===== src/palc_pkg.sv =====
// Shared types and constants for the pool allocator with lazy collection.
package palc_pkg;

	// Pool geometry: the field widths of the ports fix the pool at 16 entries
	localparam int POOL_SIZE = 16;
	localparam int IDX_W     = 4;
	localparam int LINK_W    = 5;
	localparam logic [LINK_W-1:0] NIL_LINK = LINK_W'(POOL_SIZE);

	// Operation codes
	localparam logic [1:0] OP_ALLOC    = 2'd0;
	localparam logic [1:0] OP_RELEASE  = 2'd1;
	localparam logic [1:0] OP_REL_MASK = 2'd2;
	localparam logic [1:0] OP_COLLECT  = 2'd3;

	// One input transfer
	typedef struct packed {
		logic [1:0]       opcode;
		logic [IDX_W-1:0] entry_index;
		logic [7:0]       type_bits;
	} in_item_t;

	// One result transfer
	typedef struct packed {
		logic              ok;
		logic [LINK_W-1:0] granted_entry;
		logic [LINK_W-1:0] pending_count;
		logic [LINK_W-1:0] released_count;
	} result_t;

	// Controller to datapath commands
	typedef struct packed {
		logic capture;
		logic step;
		logic finish;
	} ctrl_cmd_t;

	// Datapath to controller status
	typedef struct packed {
		logic simple_op;
		logic walk_end;
	} dp_status_t;

endpackage


===== src/palc_ctrl.sv =====
// Controller state machine for the pool allocator: sequencing of one operation.
module palc_ctrl (
	input  logic                   clk,
	input  logic                   arst_n,
	input  logic                   start,
	output logic                   busy,
	output logic                   done,
	output palc_pkg::ctrl_cmd_t    cmd,
	input  palc_pkg::dp_status_t   status
);
	import palc_pkg::*;

	localparam logic ST_IDLE = 1'b0;
	localparam logic ST_EXEC = 1'b1;

	logic state_q;
	logic state_d;
	logic done_q;

	// Command decode
	always_comb begin
		cmd     = '0;
		state_d = state_q;
		unique case (state_q)
			ST_IDLE: begin
				cmd.capture = start;
				if (start) state_d = ST_EXEC;
			end
			ST_EXEC: begin
				cmd.finish = status.simple_op || status.walk_end;
				cmd.step   = !(status.simple_op || status.walk_end);
				if (cmd.finish) state_d = ST_IDLE;
			end
			default: state_d = ST_IDLE;
		endcase
	end

	// State and result strobe
	always_ff @(posedge clk or negedge arst_n) begin
		if (!arst_n) begin
			state_q <= ST_IDLE;
			done_q  <= 1'b0;
		end else begin
			state_q <= state_d;
			done_q  <= cmd.finish;
		end
	end

	assign busy = (state_q == ST_EXEC);
	assign done = done_q;

	// A result strobe only follows the end of an operation
	a_done_after_exec: assert property (@(posedge clk) disable iff (!arst_n)
		done_q |-> !busy && $past(state_q == ST_EXEC))
		else $error("result strobe without a finished operation");

	// An accepted transfer makes the block busy
	a_accept_busy: assert property (@(posedge clk) disable iff (!arst_n)
		(start && !busy) |=> busy)
		else $error("accepted transfer did not start an operation");

	// Step and finish never issue together
	a_cmd_excl: assert property (@(posedge clk) disable iff (!arst_n)
		!(cmd.step && cmd.finish))
		else $error("step and finish issued together");

endmodule


===== src/palc_dp.sv =====
// Datapath for the pool allocator: lists, alive marks, types, walk and result register.
module palc_dp #(
	parameter logic [7:0] FIRST_ENTRY_TYPE = 8'd1
) (
	input  logic                   clk,
	input  logic                   arst_n,
	input  palc_pkg::in_item_t     item,
	input  palc_pkg::ctrl_cmd_t    cmd,
	output palc_pkg::dp_status_t   status,
	output palc_pkg::result_t      result
);
	import palc_pkg::*;

	// Pool state
	logic [LINK_W-1:0] link_q [POOL_SIZE];
	logic [7:0]        type_q [POOL_SIZE];
	logic [POOL_SIZE-1:0] alive_q;
	logic [LINK_W-1:0] used_head_q;
	logic [LINK_W-1:0] free_head_q;
	logic [LINK_W-1:0] pending_q;

	// Operation and walk registers
	logic [1:0]        op_q;
	logic [IDX_W-1:0]  idx_q;
	logic [7:0]        tbits_q;
	logic [LINK_W-1:0] cur_q;
	logic [LINK_W-1:0] prev_q;
	logic [LINK_W-1:0] steps_q;
	logic [LINK_W-1:0] hits_q;
	result_t           res_q;
	result_t           res_d;

	logic [IDX_W-1:0]  cur_idx;
	logic [IDX_W-1:0]  free_idx;
	logic [IDX_W-1:0]  rd_addr;
	logic [LINK_W-1:0] rd_link;
	logic              cur_alive;
	logic              mask_hit;
	logic              free_empty;

	// Single link read port: free head on allocate, walk cursor otherwise
	assign cur_idx    = cur_q[IDX_W-1:0];
	assign free_idx   = free_head_q[IDX_W-1:0];
	assign rd_addr    = (op_q == OP_ALLOC) ? free_idx : cur_idx;
	assign rd_link    = link_q[rd_addr];
	assign cur_alive  = alive_q[cur_idx];
	assign mask_hit   = cur_alive && ((type_q[cur_idx] & tbits_q) != 8'd0);
	assign free_empty = (free_head_q >= NIL_LINK);

	// Status to the controller
	assign status.simple_op = (op_q == OP_ALLOC) || (op_q == OP_RELEASE);
	assign status.walk_end  = (cur_q >= NIL_LINK) || (steps_q == LINK_W'(POOL_SIZE)) ||
		((op_q == OP_COLLECT) && (pending_q == '0));

	// Pool state updates
	always_ff @(posedge clk or negedge arst_n) begin
		if (!arst_n) begin
			for (int i = 0; i < POOL_SIZE; i++) begin
				link_q[i] <= (i == 0 || i == POOL_SIZE - 1) ? NIL_LINK : LINK_W'(i + 1);
				type_q[i] <= (i == 0) ? FIRST_ENTRY_TYPE : 8'd0;
			end
			alive_q     <= POOL_SIZE'(1);
			used_head_q <= '0;
			free_head_q <= LINK_W'(1);
			pending_q   <= '0;
		end else if (cmd.step) begin
			if (op_q == OP_REL_MASK) begin
				if (mask_hit) begin
					alive_q[cur_idx] <= 1'b0;
					pending_q        <= pending_q + LINK_W'(1);
				end
			end else if (!cur_alive) begin
				// collect: unlink the dead entry and push it on the free head
				if (prev_q >= NIL_LINK) used_head_q <= rd_link;
				else link_q[prev_q[IDX_W-1:0]] <= rd_link;
				link_q[cur_idx] <= free_head_q;
				free_head_q     <= cur_q;
				pending_q       <= pending_q - LINK_W'(1);
			end
		end else if (cmd.finish) begin
			if (op_q == OP_ALLOC) begin
				if (!free_empty) begin
					free_head_q       <= rd_link;
					link_q[free_idx]  <= used_head_q;
					used_head_q       <= free_head_q;
					alive_q[free_idx] <= 1'b1;
					type_q[free_idx]  <= tbits_q;
				end
			end else if (op_q == OP_RELEASE) begin
				if (alive_q[idx_q]) begin
					alive_q[idx_q] <= 1'b0;
					pending_q      <= pending_q + LINK_W'(1);
				end
			end
		end
	end

	// Operation capture and walk cursor
	always_ff @(posedge clk or negedge arst_n) begin
		if (!arst_n) begin
			op_q    <= OP_ALLOC;
			idx_q   <= '0;
			tbits_q <= '0;
			cur_q   <= NIL_LINK;
			prev_q  <= NIL_LINK;
			steps_q <= '0;
			hits_q  <= '0;
		end else if (cmd.capture) begin
			op_q    <= item.opcode;
			idx_q   <= item.entry_index;
			tbits_q <= item.type_bits;
			cur_q   <= used_head_q;
			prev_q  <= NIL_LINK;
			steps_q <= '0;
			hits_q  <= '0;
		end else if (cmd.step) begin
			cur_q   <= rd_link;
			steps_q <= steps_q + LINK_W'(1);
			if (op_q == OP_REL_MASK) begin
				if (mask_hit) hits_q <= hits_q + LINK_W'(1);
			end else if (cur_alive) begin
				prev_q <= cur_q;
			end
		end
	end

	// Result of the finishing operation
	always_comb begin
		res_d.ok             = 1'b1;
		res_d.granted_entry  = NIL_LINK;
		res_d.pending_count  = pending_q;
		res_d.released_count = '0;
		unique case (op_q)
			OP_ALLOC: begin
				res_d.ok = !free_empty;
				if (!free_empty) res_d.granted_entry = free_head_q;
			end
			OP_RELEASE: begin
				res_d.ok = alive_q[idx_q];
				if (alive_q[idx_q]) begin
					res_d.pending_count  = pending_q + LINK_W'(1);
					res_d.released_count = LINK_W'(1);
				end
			end
			OP_REL_MASK: res_d.released_count = hits_q;
			OP_COLLECT:  res_d.pending_count  = pending_q;
			default:     res_d.ok = 1'b1;
		endcase
	end

	// Result register, loaded on finish
	always_ff @(posedge clk) begin
		if (cmd.finish) res_q <= res_d;
	end

	assign result = res_q;

	// Dead count never exceeds the pool
	a_pending_range: assert property (@(posedge clk) disable iff (!arst_n)
		pending_q <= LINK_W'(POOL_SIZE))
		else $error("pending count out of range");

	// The two list heads never name the same entry
	a_heads_apart: assert property (@(posedge clk) disable iff (!arst_n)
		(used_head_q != free_head_q) || (used_head_q == NIL_LINK))
		else $error("used and free heads collide");

	// A walk never steps past the pool bound
	a_walk_bound: assert property (@(posedge clk) disable iff (!arst_n)
		cmd.step |-> steps_q < LINK_W'(POOL_SIZE))
		else $error("walk past pool bound");

endmodule


===== src/pool_allocator_lazy_collect_unit.sv =====
// Top level of the pool allocator with lazy collection.
//
// Command channel: an operation transfer (item) is taken at a rising edge with
// start high and busy low. busy stays high until the operation ends; the next
// transfer may be taken in the same cycle as the previous result strobe.
// Result channel: result is valid for exactly one cycle, marked by done; the
// receiver cannot stall it, so it must take the transfer in that cycle.
// Allocate and release by entry finish without walking a list. Release by
// mask and collect walk the used list one entry per cycle through the single
// link read port, visiting at most the 16 entries of a full list.
// Collect stops early once no dead entries are pending.
// Reset (arst_n low) is asynchronous: entry 0 is alive with FIRST_ENTRY_TYPE
// on the used list, entries 1 to 15 are chained on the free list, nothing is
// pending, and the block is idle with no result pending.
module pool_allocator_lazy_collect_unit #(
	parameter logic [7:0] FIRST_ENTRY_TYPE = 8'd1
) (
	input  logic                clk,
	input  logic                arst_n,
	input  logic                start,
	output logic                busy,
	input  palc_pkg::in_item_t  item,
	output logic                done,
	output palc_pkg::result_t   result
);
	import palc_pkg::*;

	ctrl_cmd_t  cmd;
	dp_status_t status;

	// Operation sequencer
	palc_ctrl u_ctrl (
		.clk    (clk),
		.arst_n (arst_n),
		.start  (start),
		.busy   (busy),
		.done   (done),
		.cmd    (cmd),
		.status (status)
	);

	// Pool lists and result register
	palc_dp #(
		.FIRST_ENTRY_TYPE (FIRST_ENTRY_TYPE)
	) u_dp (
		.clk    (clk),
		.arst_n (arst_n),
		.item   (item),
		.cmd    (cmd),
		.status (status),
		.result (result)
	);

endmodule


===== config.mk =====
export PLATFORM = sky130hd
export DESIGN_NAME = pool_allocator_lazy_collect_unit
export DESIGN_NICKNAME = d
export VERILOG_FILES = /design/src/palc_pkg.sv /design/src/palc_ctrl.sv /design/src/palc_dp.sv /design/src/pool_allocator_lazy_collect_unit.sv
export SDC_FILE = /design/constraint.sdc
export NUM_CORES = 1
export LEC_CHECK = 0
export ABC_AREA = 1
export BUFFER_PORTS_ARGS = -buffer_cell sky130_fd_sc_hd__clkbuf_2
export CORE_MARGIN = 2
export CORE_UTILIZATION = 35
export DETAILED_ROUTE_END_ITERATION = 8
export PLACE_DENSITY = 0.58
export SLEW_MARGIN = 20
export SYNTH_ARGS = -nofsm -noshare
export SYNTH_HDL_FRONTEND = slang
export SYNTH_SLANG_ARGS = --single-unit

===== constraint.sdc =====
create_clock -name clk -period 2.3 [get_ports clk]
set_clock_uncertainty 0.15 [all_clocks]
set_input_delay 0 -clock clk [delete_from_list [all_inputs] [get_ports clk]]
set_output_delay 0 -clock clk [all_outputs]
set_load 0.05 [all_outputs]

==> results.md, run 1 <==
- Worst reg2reg path depth: 17
- Mapped Area: 16500 sq um
- Worst Tran Pin Value: 636 ps
- ANT cells: 0
- CP Max Fanout: 8
- Initial DRC count: 2161
- Arrival @ worst endpoint: 3020 ps
- R2R Path Start: u_dp.op_q[1]$_DFFE_PN0P_
- Initial DRT Pass Iterations: 6
- DP Area: 19600 sq um
- Seq/Total Area, Yosys: 44.8%
- CTS max path bufs: 3
- Number of synthesized register bits: 291
- Total track usage: 27.5%
- Die area: 49000 sq um
- Syn Inst Count: 2324
- Total wire length: 72500 microns
- Final max-slew violation count: 0
- Reg-to-reg endpoint: u_dp.link_q[59]$_DFFE_PN0P_
- Num Clock Sinks: 291
- Static Leakage: 12.0 nW
- Total power: 40.1 mW
- Clock-pin slew on the worst setup and hold paths: 70 ps
- Synth unique cells: 42
- Initial antenna violation count: 1
- WL/cell: 21.5 microns
- Clk_lat worst skew: 570 ps
- Register area: 7410 sq um
- Status: complete, but fails checks
- Routability Congestion: 0.982
- Flop-to-flop setup slack: -430 ps
- Fill cells: 3967
- Min Clock Period, post-route: 2730 ps
- RSZ-0062 raised after global routing: yes
- Asr flop ratio synth: 94.5%
- H-tree levels: 2
- Setup crit start kind: flop
- Hold Vio Cnt, Final: 0
- CORE AREA: 46600 sq um
- Initial Util: 35.5%
- IO Pins: 35
- TritonCTS clock tree: done
- CTS root buffer: clkbuf_16
- Chip Width: 221 microns
- CP startpoint: u_dp.op_q[1]$_DFFE_PN0P_
- Worst min path class: in -> async
- DRC: 0
- Final core utilization: 55.6%
- Row count: 79
- Critical Path RT: 2590 ps
- Vias: 18700
- Post-synth EDFFs: 16
- Max IR drop VDD: 0.00235 V
- Vias/cell: 5.52
- Grt total ovfl: 0
- Slew headroom: 57.6%
- Layout cells sized above 1: 36.4%
- Dpl ws: -625 ps
- Main flop type after synthesis: dfrtp_1
- DRT antenna net count: 0
- Fin area: 25900 sq um
- Setup_tns: -52080 ps
- HPWL Detailed: 43400 microns
- Kind of critical path: reg -> reg
- P&R area growth vs syn: 56.6%
- Max-cap viol count: 0
- Footprint of the multi-input gates: 10100 sq um
- CTS Buf Count: 35
- Port Buffers: 34
- Syn Area/Cell: 7.12 sq um
- Worst setup EP type: flop
- Chip height: 221 microns
- Max Clk Rate: 366 MHz
- Final setup vio count: 259
- Worst Setup EP: u_dp.link_q[59]$_DFFE_PN0P_
- Final critical-path share of the clock period: 119%
- Failing checks: negative setup slack
- Final nets: 2776
- Largest net degree at the start of global routing: 77
- Pwr Density: 1550 nW/um^2
- Worst Setup Slack, final: -431 ps
- First-pass GRT wire length: 104000 microns
- Synth warn: 0
- Syn nets: 2351
- Vias in the first global route: 17600
## critical path, cell delays in order (launching register included)
cell	delay, ps
dfrtp_1	360
inv_2	70
buf_6	120
ha_4	150
nor2_1	80
inv_1	70
nor3_2	230
nand2_2	140
inv_2	100
nand2_4	80
buf_6	150
buf_6	120
nand2_4	60
clkinvlp_4	260
nand2_1	180
o21ai_2	70
nor2_1	130
a22oi_2	70
## synthesized netlist by cell type, types with 3 or more instances
cell type	count	share of area [%]
a21boi_0	5	0.23
a21oi_1	52	1.6
a22oi_1	41	1.9
buf_2	34	1.0
buf_4	10	0.45
buf_6	3	0.20
clkbuf_1	52	1.2
clkinv_1	3	0.068
dfrtp_1	237	36
dfstp_2	38	6.0
edfxtp_1	16	2.9
ha_1	10	0.76
inv_1	213	4.8
inv_2	7	0.16
nand2_1	849	19
nand2_2	16	0.61
nand3_1	135	4.1
nand3_4	3	0.32
nand4_1	10	0.38
nor2_1	189	4.3
nor2_2	13	0.49
nor3_1	26	0.79
o211ai_1	27	1.2
o21ai_0	239	7.2
o21ai_1	7	0.21
o221ai_1	10	0.53
o22ai_1	42	1.6
or2_2	7	0.26
xnor2_1	3	0.16
xor2_1	9	0.48
## cell type report
cell class	count	share of cell area (%)
multi-input cells	1714	39.1
repair buffers	483	21.3
flip-flops and latches	291	28.6
clock buffers	48	3.77
clock inverters	14	0.657
well taps	607	2.93
inverters	223	3.56
repair inverters	1	0.0338
## repair_timing
| action | CTS | global route |
|---|---|---|
| hold buffers | 22 | 0 |
| setup buffers | 82 | 32 |
| gates resized for setup | 492 | 329 |
| gates cloned | 32 | 22 |
| endpoints found under the hold margin | 304 | 0 |
| endpoints found under the setup margin | 251 | 281 |
| pin swaps | 109 | 105 |
## registers in the layout, summed over array words and instances, names as in the netlist, 8 cells and up
register / cells
u_dp.result: 16
u_dp.tbits_q: 8
u_dp.type_q: 128
u_dp.link_q: 80
u_dp.alive_q: 16
## worst min path at each step
stage | to | slack [ps] | depth (start not counted)
CTS | u_dp.tbits_q[0]$_DFFE_PN0P_ | 20 | 4
global route | u_dp.tbits_q[0]$_DFFE_PN0P_ | 40 | 4
global placement | u_dp.link_q[2]$_DFFE_PN0P_ | -140 | 1
finish | u_dp.link_q[38]$_DFFE_PN1P_ | 30 | 2
detailed placement | u_dp.link_q[2]$_DFFE_PN0P_ | -150 | 1
floorplan | u_ctrl.busy$_DFF_PN0_ | -450 | 0
## where the power goes
group	internal [mW]	switching, mW	total (mW)
logic	11.0	15.0	25.9
registers	7.29	1.19	8.48
clock network	3.33	2.39	5.72
total	21.6	18.5	40.1
## placed cells by master, fill, tap and decap left out, types with 28 or more instances in the layout
cell type	synthesis	routed
nand3_2	0	45
nor2_4	2	36
nand2_2	16	108
nand2_4	1	37
dfstp_2	38	38
o21ai_0	239	151
buf_12	0	59
buf_4	10	236
nand2_8	0	28
nand2_1	849	697
a21oi_1	52	35
buf_6	3	76
o21ai_1	7	66
inv_1	213	187
dfrtp_1	237	234
clkbuf_2	2	33
nor2_2	13	36
clkbuf_16	0	56
nor2_1	189	132
nand3_1	135	79
## layer usage
| metal | global-route usage (%) | vias up | wire length [microns] |
|---|---|---|---|
| li1 | - | 8419 | - |
| met1 | 35.1 | 8984 | 28500 |
| met2 | 43.7 | 969 | 33100 |
| met3 | 5.90 | 290 | 6400 |
| met4 | 14.7 | 2 | 4560 |
| met5 | 0 | - | 9 |
## per-stage QoR
| stage | std cells | hold WS (ps) |
|---|---|---|
| floorplan | 2324 | -446 |
| global placement | 3144 | -145 |
| detailed placement | 3144 | -149 |
| CTS | 3339 | 23.0 |
| global route | 3381 | 37.9 |
| finish | 3381 | 32.3 |
## kinds of logic (layout without fill, tap and decap cells)
kind of cell,Yosys count,count (layout),synth area share [%]
fa+ha+maj,10,10,0.757
flops,291,291,44.8
buf+inv,326,769,8.03
simple gates,1253,1260,30.8
xor+xnor,12,12,0.636
compound gates,429,429,14.8
mux,3,3,0.197
(Power assumes the default switching activity.)
==> inputs of run 2 (changes only) <==
--- a/config.mk
+++ b/config.mk
@@ -5,7 +5,6 @@
 export SDC_FILE = /design/constraint.sdc
 export NUM_CORES = 1
 export LEC_CHECK = 0
-export ABC_AREA = 1
 export BUFFER_PORTS_ARGS = -buffer_cell sky130_fd_sc_hd__clkbuf_2
 export CORE_MARGIN = 2
 export CORE_UTILIZATION = 35
==> results.md, run 2 <==
- Post-synth EDFFs: 16 (unchanged)
- Final critical-path share of the clock period: 135% (+16 points)
- Mapped Area: 16400 sq um (-0.99%)
- Pint: 23.3 mW (+7.8%)
- Syn Inst Count: 1556 (-33%)
- Chip height: 220 microns (-0.49%)
- Grt total ovfl: 0 (unchanged)
- Max-cap viol count: 0 (unchanged)
- Slew headroom: 34.6% (-23 points)
- Die area: 48500 sq um (-0.97%)
- CORE AREA: 46400 sq um (-0.42%)
- HPWL Detailed: 40500 microns (-6.5%)
- DRT antenna net count: 0 (unchanged)
- Max Clk Rate: 323 MHz (-12%)
- Initial DRT Pass Iterations: 7 (+1)
- Critical Path RT: 2610 ps (+20 ps)
- Worst Setup Slack, final: -795 ps (-365 ps)
- DRC: 0 (unchanged)
- Min Clock Period, post-route: 3100 ps (+365 ps)
- Syn Area/Cell: 10.5 sq um (+48%)
- Initial antenna violation count: 0 (-1)
- Initial DRC count: 1562 (-28%)
- Logic gate share of total power: 63.7% (-0.9 points)
- Seq/Total Area, Yosys: 45.3% (+0.45 points)
- H-tree levels: 2 (unchanged)
- Status: complete, but fails checks
- Clk_lat worst skew: 570 ps (about the same)
- Worst setup EP type: flop
- Vias/cell: 5.85 (+6.0%)
- Largest Register: u_dp.type_q
- Largest net degree at the start of global routing: 69 (-10%)
- Vias in the first global route: 15800 (-10%)
- Final setup vio count: 284 (+9.7%)
- Number of synthesized register bits: 291 (unchanged)
- Worst min path class: in -> reg
- Commonest cells after routing, fill and taps aside: buf_4, dfrtp_1, nand2_1
- Final max-slew violation count: 0 (unchanged)
- Sequential share of power: 22.1% (+1.0 points)
- IO Pins: 35 (unchanged)
- Static Leakage: 11.0 nW (-8.4%)
- Top cells by area, synth: dfrtp_1, mux2_2, dfstp_2
- Final core utilization: 53.5% (-2.1 points)
- Hold Vio Cnt, Final: 0 (unchanged)
- Routability Congestion: 0.941 (-4.1%)
- Asr flop ratio synth: 94.5% (unchanged)
- Layout cells sized above 1: 51.2% (+15 points)
- Synth unique cells: 79 (+88%)
- CTS max path bufs: 3 (unchanged)
- Chip Width: 220 microns (-0.49%)
- TritonCTS clock tree: done
- Final nets: 2030 (-27%)
- ANT cells: 0 (unchanged)
- Post-synth top area share: 36.2% (+0.36 points)
- Port Buffers: 34 (unchanged)
- CP Max Fanout: 9 (+1)
- Row count: 79 (unchanged)
- Max reg flops: 128 (unchanged)
- Clock Power Share: 14.2% (about the same)
- Num Clock Sinks: 291 (unchanged)
- Synth warn: 0 (unchanged)
- Most common cell after layout, fill and taps aside: buf_4
- Total wire length: 64000 microns (-12%)
- Syn nets: 1583 (-33%)
- Clock-pin slew on the worst setup and hold paths: 60 ps (about the same)
- Setup crit start kind: flop
- Worst hold margin: 20.6 ps (-11.7 ps)
- Post-synth top cells: dfrtp_1, nand2_1, mux2_2
- Largest area contributor in the netlist: dfrtp_1
- CTS root buffer: clkbuf_16
- Kind of critical path: reg -> reg
- Total track usage: 26.3% (-1.2 points)
- Total power: 40.9 mW (+1.9%)
- CTS Buf Count: 36 (+2.9%)
- Vias: 15400 (-17%)
- WL/cell: 24.3 microns (+13%)
- Initial Util: 35.3% (-0.20 points)
- Pwr Density: 1650 nW/um^2 (+6.3%)
- Flop-to-flop setup slack: -800 ps (-360 ps)
- Main flop type after synthesis: dfrtp_1
- NetSw: 17.6 mW (-5.1%)
- First-pass GRT wire length: 96800 microns (-7.3%)
- Arrival @ worst endpoint: 3400 ps (+380 ps)
- Top-count cell post-synth: dfrtp_1
- Failing checks: negative setup slack
- Max IR drop VDD: 0.00118 V (-50%)
- Worst Tran Pin Value: 981 ps (+345 ps)
- RSZ-0062 raised after global routing: yes
- Biggest regs: u_dp.type_q (128), u_dp.link_q (80)
- Switching Share: 43.1% (-3.1 points)
- P&R area growth vs syn: 51.5%
==> run 2: worst paths after layout <==
kind,cells past startpoint,to,from
min in group asynchronous,3,u_dp.pending_q[2]$_DFFE_PN0P_,arst_n
worst max register to register,12,u_dp.link_q[24]$_DFFE_PN0P_,u_dp.cur_q[1]$_DFFE_PN0P_
worst max-delay path,12,u_dp.link_q[24]$_DFFE_PN0P_,u_dp.cur_q[1]$_DFFE_PN0P_
max in group asynchronous,4,u_dp.link_q[51]$_DFFE_PN1P_,arst_n
worst min register to register,2,u_dp.link_q[43]$_DFFE_PN1P_,u_dp.link_q[43]$_DFFE_PN1P_
worst min-delay path,4,u_dp.tbits_q[6]$_DFFE_PN0P_,item[6]
==> run 2: kinds of logic (layout without fill, tap and decap cells) <==
logic type               after synthesis  in the layout  synth area share [%]
AND/OR/NAND/NOR                      573            575                  16.6
flip-flops                           291            291                  45.3
AO/OA/AOI/OAI                        289            290                  13.4
multiplexers                         257            257                  19.9
buffers and inverters                128            598                  3.64
adder cells (fa/ha/maj)               10             10                 0.764
XOR/XNOR                               8              8                 0.428
==> run 2: power groups by stage <==
stage	Combinational, mW	Sequential, mW	Clock, mW
finish	26.0	9.03	5.80
global placement	18.5	8.91	0
global route	27.1	9.16	6.11
detailed placement	18.8	8.94	0
floorplan	10.8	8.47	0
CTS	23.8	8.90	5.89
==> run 2: layout make-up <==
| class | count | area [sq um] |
|---|---|---|
| fill | 3971 | 21500 |
| multi-input combinational | 1140 | 10500 |
| sequential | 291 | 7410 |
| timing repair buffer | 521 | 4870 |
| clock buffer | 50 | 1000 |
| tap | 607 | 759 |
| clock inverter | 14 | 181 |
| inverter | 13 | 48.8 |
==> run 2: layer usage <==
metal | track usage, % | part of all wire [%]
met5 | 0 | 0
met2 | 40.9 | 46
met4 | 13.3 | 4.9
met3 | 5.33 | 7.7
met1 | 34.9 | 42
==> run 2: through the flow <==
stage / instance area (sq um) / TNS [ps] / std cells / setup slack (ps)
4_1_cts: 24100 / -142940 / 2609 / -730
6_report: 24800 / -154970 / 2636 / -795
3_3_place_gp: 20100 / -168290 / 2446 / -911
3_5_place_dp: 20100 / -177430 / 2446 / -960
5_1_grt: 24800 / -176580 / 2636 / -863
2_1_floorplan: 16800 / -107200 / 1556 / -618
==> run 2: critical path, stage by stage (launching register included) <==
cell and delay [ps]:
dfrtp_4 510, buf_12 160, buf_12 120, mux4_2 440
a22oi_2 320, nand2_2 150, o2bb2ai_4 160, buf_6 150
buf_12 140, a311oi_2 170, buf_4 220, nor2_1 80
a41oi_2 220
==> run 2: timing repair <==
| action | CTS | global route |
|---|---|---|
| gates resized for setup | 398 | 116 |
| endpoints found under the setup margin | 284 | 284 |
| hold buffers | 21 | 0 |
| cloned | 18 | 2 |
| pin swaps | 58 | 59 |
| setup buffers | 68 | 32 |
| hold endpoints to repair | 271 | 0 |
==> inputs of run 3 (changes only) <==
--- a/config.mk
+++ b/config.mk
@@ -13,4 +13,5 @@
 export SLEW_MARGIN = 20
 export SYNTH_ARGS = -nofsm -noshare
 export SYNTH_HDL_FRONTEND = slang
+export SYNTH_HIERARCHICAL = 1
 export SYNTH_SLANG_ARGS = --single-unit
==> results.md, run 3 <==
- Status: complete, but fails checks
- Failing checks: negative setup slack
- Logic gate share of total power: 61.4% (-2.3 points)
- Syn Area/Cell: 10.7 sq um (+2.0%)
- Mapped Area: 15700 sq um (-4.4%)
- Largest area contributor in the netlist: dfrtp_1
- Sequential share of power: 22.5% (+0.4 points)
- Vias in the first global route: 13800 (-13%)
- CORE AREA: 44200 sq um (-4.6%)
- Slew headroom: 44.2% (+9.6 points)
- TritonCTS clock tree: done
- ANT cells: 0 (unchanged)
- DRT antenna net count: 0 (unchanged)
- Worst Setup Slack, final: -685 ps (+110 ps)
- Initial Util: 35.4% (+0.091 points)
- Vias: 14000 (-9.4%)
- Max-cap viol count: 0 (unchanged)
- CP max stage delay: 510 ps (about the same)
- DRC: 0 (unchanged)
- Min Clock Period, post-route: 2980 ps (-110 ps)
- Worst setup EP type: flop
- Clk_lat worst skew: 560 ps (about the same)
- First-pass GRT wire length: 84600 microns (-13%)
- Pwr Density: 1560 nW/um^2 (-5.3%)
- Switching Share: 42.6% (-0.42 points)
- Grt total ovfl: 0 (unchanged)
- Number of cells on the worst hold path: 2 (-2)
- CP Max Fanout: 7 (-2)
- RSZ-0062 raised after global routing: yes
- Top-count cell post-synth: dfrtp_1
- Max IR drop VDD: 0.000787 V (-34%)
- Reg-to-reg endpoint: u_dp/used_head_q[4]$_DFFE_PN0P_
- Main flop type after synthesis: dfrtp_1
- Worst Setup EP: u_dp/used_head_q[4]$_DFFE_PN0P_
- Final setup vio count: 260 (-8.5%)
- Top cells by area, synth: dfrtp_1, mux2_2, mux4_2
- Critical Path Most Common Cell: buf_6
- Seq/Total Area, Yosys: 47.3% (+2.1 points)
- Syn Inst Count: 1459 (-6.2%)
- Worst Tran Pin Value: 831 ps (-150 ps)
- Synth unique cells: 70 (-11%)
- Synth warn: 6 (+6)
- Largest Register: u_dp/type_q
- Static Leakage: 9.88 nW (-10%)
- Footprint of the multi-input gates: 9610 sq um (-8.7%)
- Arrival @ worst endpoint: 3270 ps (-130 ps)
- CTS root buffer: clkbuf_16
- Pint: 20.6 mW (-11%)
- IO Pins: 35 (unchanged)
- Crit path cell chain: inv_4, ha_4, mux2i_4, buf_12, buf_6, mux4_2, nor2b_4, a211oi_2, a21oi_2, and2_4, buf_6, mux2_4
- Most common cell after layout, fill and taps aside: buf_4
- Worst hold margin: 312 ps (+292 ps)
- R2R Path Start: u_dp/op_q[1]$_DFFE_PN0P_
- Final core utilization: 52.1% (-1.4 points)
- Asr flop ratio synth: 94.5% (unchanged)
- Initial DRT Pass Iterations: 5 (-2)
- Syn nets: 1486 (-6.1%)
- CP startpoint: u_dp/op_q[1]$_DFFE_PN0P_
- HPWL Detailed: 37200 microns (-8.3%)
- H-tree levels: 2 (unchanged)
- Worst reg2reg path depth: 12 (unchanged)
- Total track usage: 23.7% (-2.7 points)
- Hold Vio Cnt, Final: 0 (unchanged)
- Commonest cells after routing, fill and taps aside: buf_4, dfrtp_1, nand2_1
- Highest-delay cell along the critical path: mux4_2
- Die area: 46500 sq um (-4.3%)
- Total power: 35.9 mW (-12%)
- Register area: 7410 sq um (unchanged)
- CTS Buf Count: 34 (-5.6%)
- WL/cell: 24.0 microns (-1.2%)
- Fill cells: 3765 (-5.2%)
- Final nets: 1835 (-9.6%)
- Routability Congestion: 0.931 (-1.1%)
- Largest net degree at the start of global routing: 83 (+20%)
- Worst min path class: reg -> reg
- Vias/cell: 5.76 (-1.6%)
- Setup_tns: -122360 ps (+32610 ps)
- Clock Power Share: 16.1% (+1.9 points)
- Post-synth top area share: 37.9% (+1.7 points)
- Biggest regs: u_dp/type_q (128), u_dp/link_q (80)
- Post-synth top cells: dfrtp_1, nand2_1, mux2_2
- Critical Path RT: 2590 ps (-20 ps)
- Kind of critical path: reg -> reg
- Max Clk Rate: 335 MHz (+3.7%)
- Total wire length: 58200 microns (-9.1%)
- Post-synth EDFFs: 16 (unchanged)
- Row count: 77 (-2.5%)
- Initial DRC count: 1580 (+1.2%)
- Final critical-path share of the clock period: 130% (-4.8 points)
- NetSw: 15.3 mW (-13%)
- Num Clock Sinks: 291 (unchanged)
- Flop-to-flop setup slack: -680 ps (+110 ps)
- Setup crit start kind: flop
- Layout cells sized above 1: 50.9% (-0.31 points)
- Clock-pin slew on the worst setup and hold paths: 60 ps (about the same)
- Max reg flops: 128 (unchanged)
- Number of synthesized register bits: 291 (unchanged)
- Chip height: 216 microns (-2.2%)
- CTS max path bufs: 3 (unchanged)
- Chip Width: 216 microns (-2.2%)
- Initial antenna violation count: 0 (unchanged)
- Port Buffers: 34 (unchanged)
- P&R area growth vs syn: 47.1%
- Final max-slew violation count: 0 (unchanged)
run 3: changes by cell type in the layout (fill, tap and decap cells not counted), sizes merged, moves of 27 or more:
cell / previous run / this run
buf: 464 / 334
o21ai: 34 / 140
nand3: 105 / 30
a21oi: 51 / 117
nor2: 127 / 79
mux2i: 64 / 23
a41oi: 27 / 0
run 3: worst min path at each step:
stage / from / to / slack, ps
finish: u_dp/link_q[17]$_DFFE_PN1P_ / u_dp/link_q[17]$_DFFE_PN1P_ / 310
global placement: arst_n / u_dp/steps_q[2]$_DFFE_PN0P_ / -180
CTS: u_dp/link_q[22]$_DFFE_PN1P_ / u_dp/link_q[22]$_DFFE_PN1P_ / 320
detailed placement: arst_n / u_dp/steps_q[3]$_DFFE_PN0P_ / -180
global route: u_dp/link_q[79]$_DFFE_PN1P_ / u_dp/link_q[79]$_DFFE_PN1P_ / 330
floorplan: arst_n / u_ctrl/busy$_DFF_PN0_ / -450
run 3: power groups by stage:
stage	Combinational [mW]	Clock (mW)	Sequential, mW
after floorplan	9.24	0	8.10
after global placement	16.3	0	8.03
after detailed placement	16.5	0	8.07
after CTS	19.4	5.91	8.01
after global routing	23.0	6.13	8.23
final	22.1	5.80	8.07
run 3: through the flow:
| stage | setup slack [ps] | instance area [sq um] | std cells |
|---|---|---|---|
| global placement | -859 | 19100 | 2269 |
| finish | -685 | 23000 | 2425 |
| floorplan | -730 | 16200 | 1459 |
| detailed placement | -899 | 19100 | 2269 |
| CTS | -671 | 21800 | 2397 |
| global route | -771 | 23000 | 2425 |
run 3: worst max-delay path: cells and delay by family (launching register included):
family	cells	cell delay [ps]
simple gates	2	340
buf+inv	4	500
compound gates	2	270
flops	1	420
mux	3	1020
fa+ha+maj	1	150
run 3: cells by family after synthesis:
| logic type | synth area share (%) |
|---|---|
| and+or+nand+nor | 12.6 |
| AOI/OAI and AO/OA | 15.1 |
| DFF | 47.3 |
| muxes | 20.0 |
| buffers and inverters | 3.56 |
| xor gates and xnor gates | 0.671 |
| adders and majority gates | 0.799 |
run 3: area by class of cell:
type	instances	area share, %
Multi-Input combinational cell	1064	41.7
Sequential cell	291	32.2
Timing Repair Buffer	406	17.5
Clock buffer	47	4.21
Tap cell	592	3.22
Clock inverter	14	0.950
Inverter	11	0.244
run 3: metal layers:
layer	GRT usage [%]	vias to the layer above	wire, microns
met5	0	-	0
met2	38.2	603	27100
met3	4.05	140	3960
met1	31.4	7096	24700
met4	10.4	0	2430
li1	-	6127	-
run 3: what timing repair did:
item                       in CTS  in global routing
pin swaps                      43                 64
setup endpoints to repair     260                260
resized for setup             193                212
setup buffers                  28                 20
hold buffers                   32                  0
hold endpoints to repair      283                  0
gates cloned                   11                 15
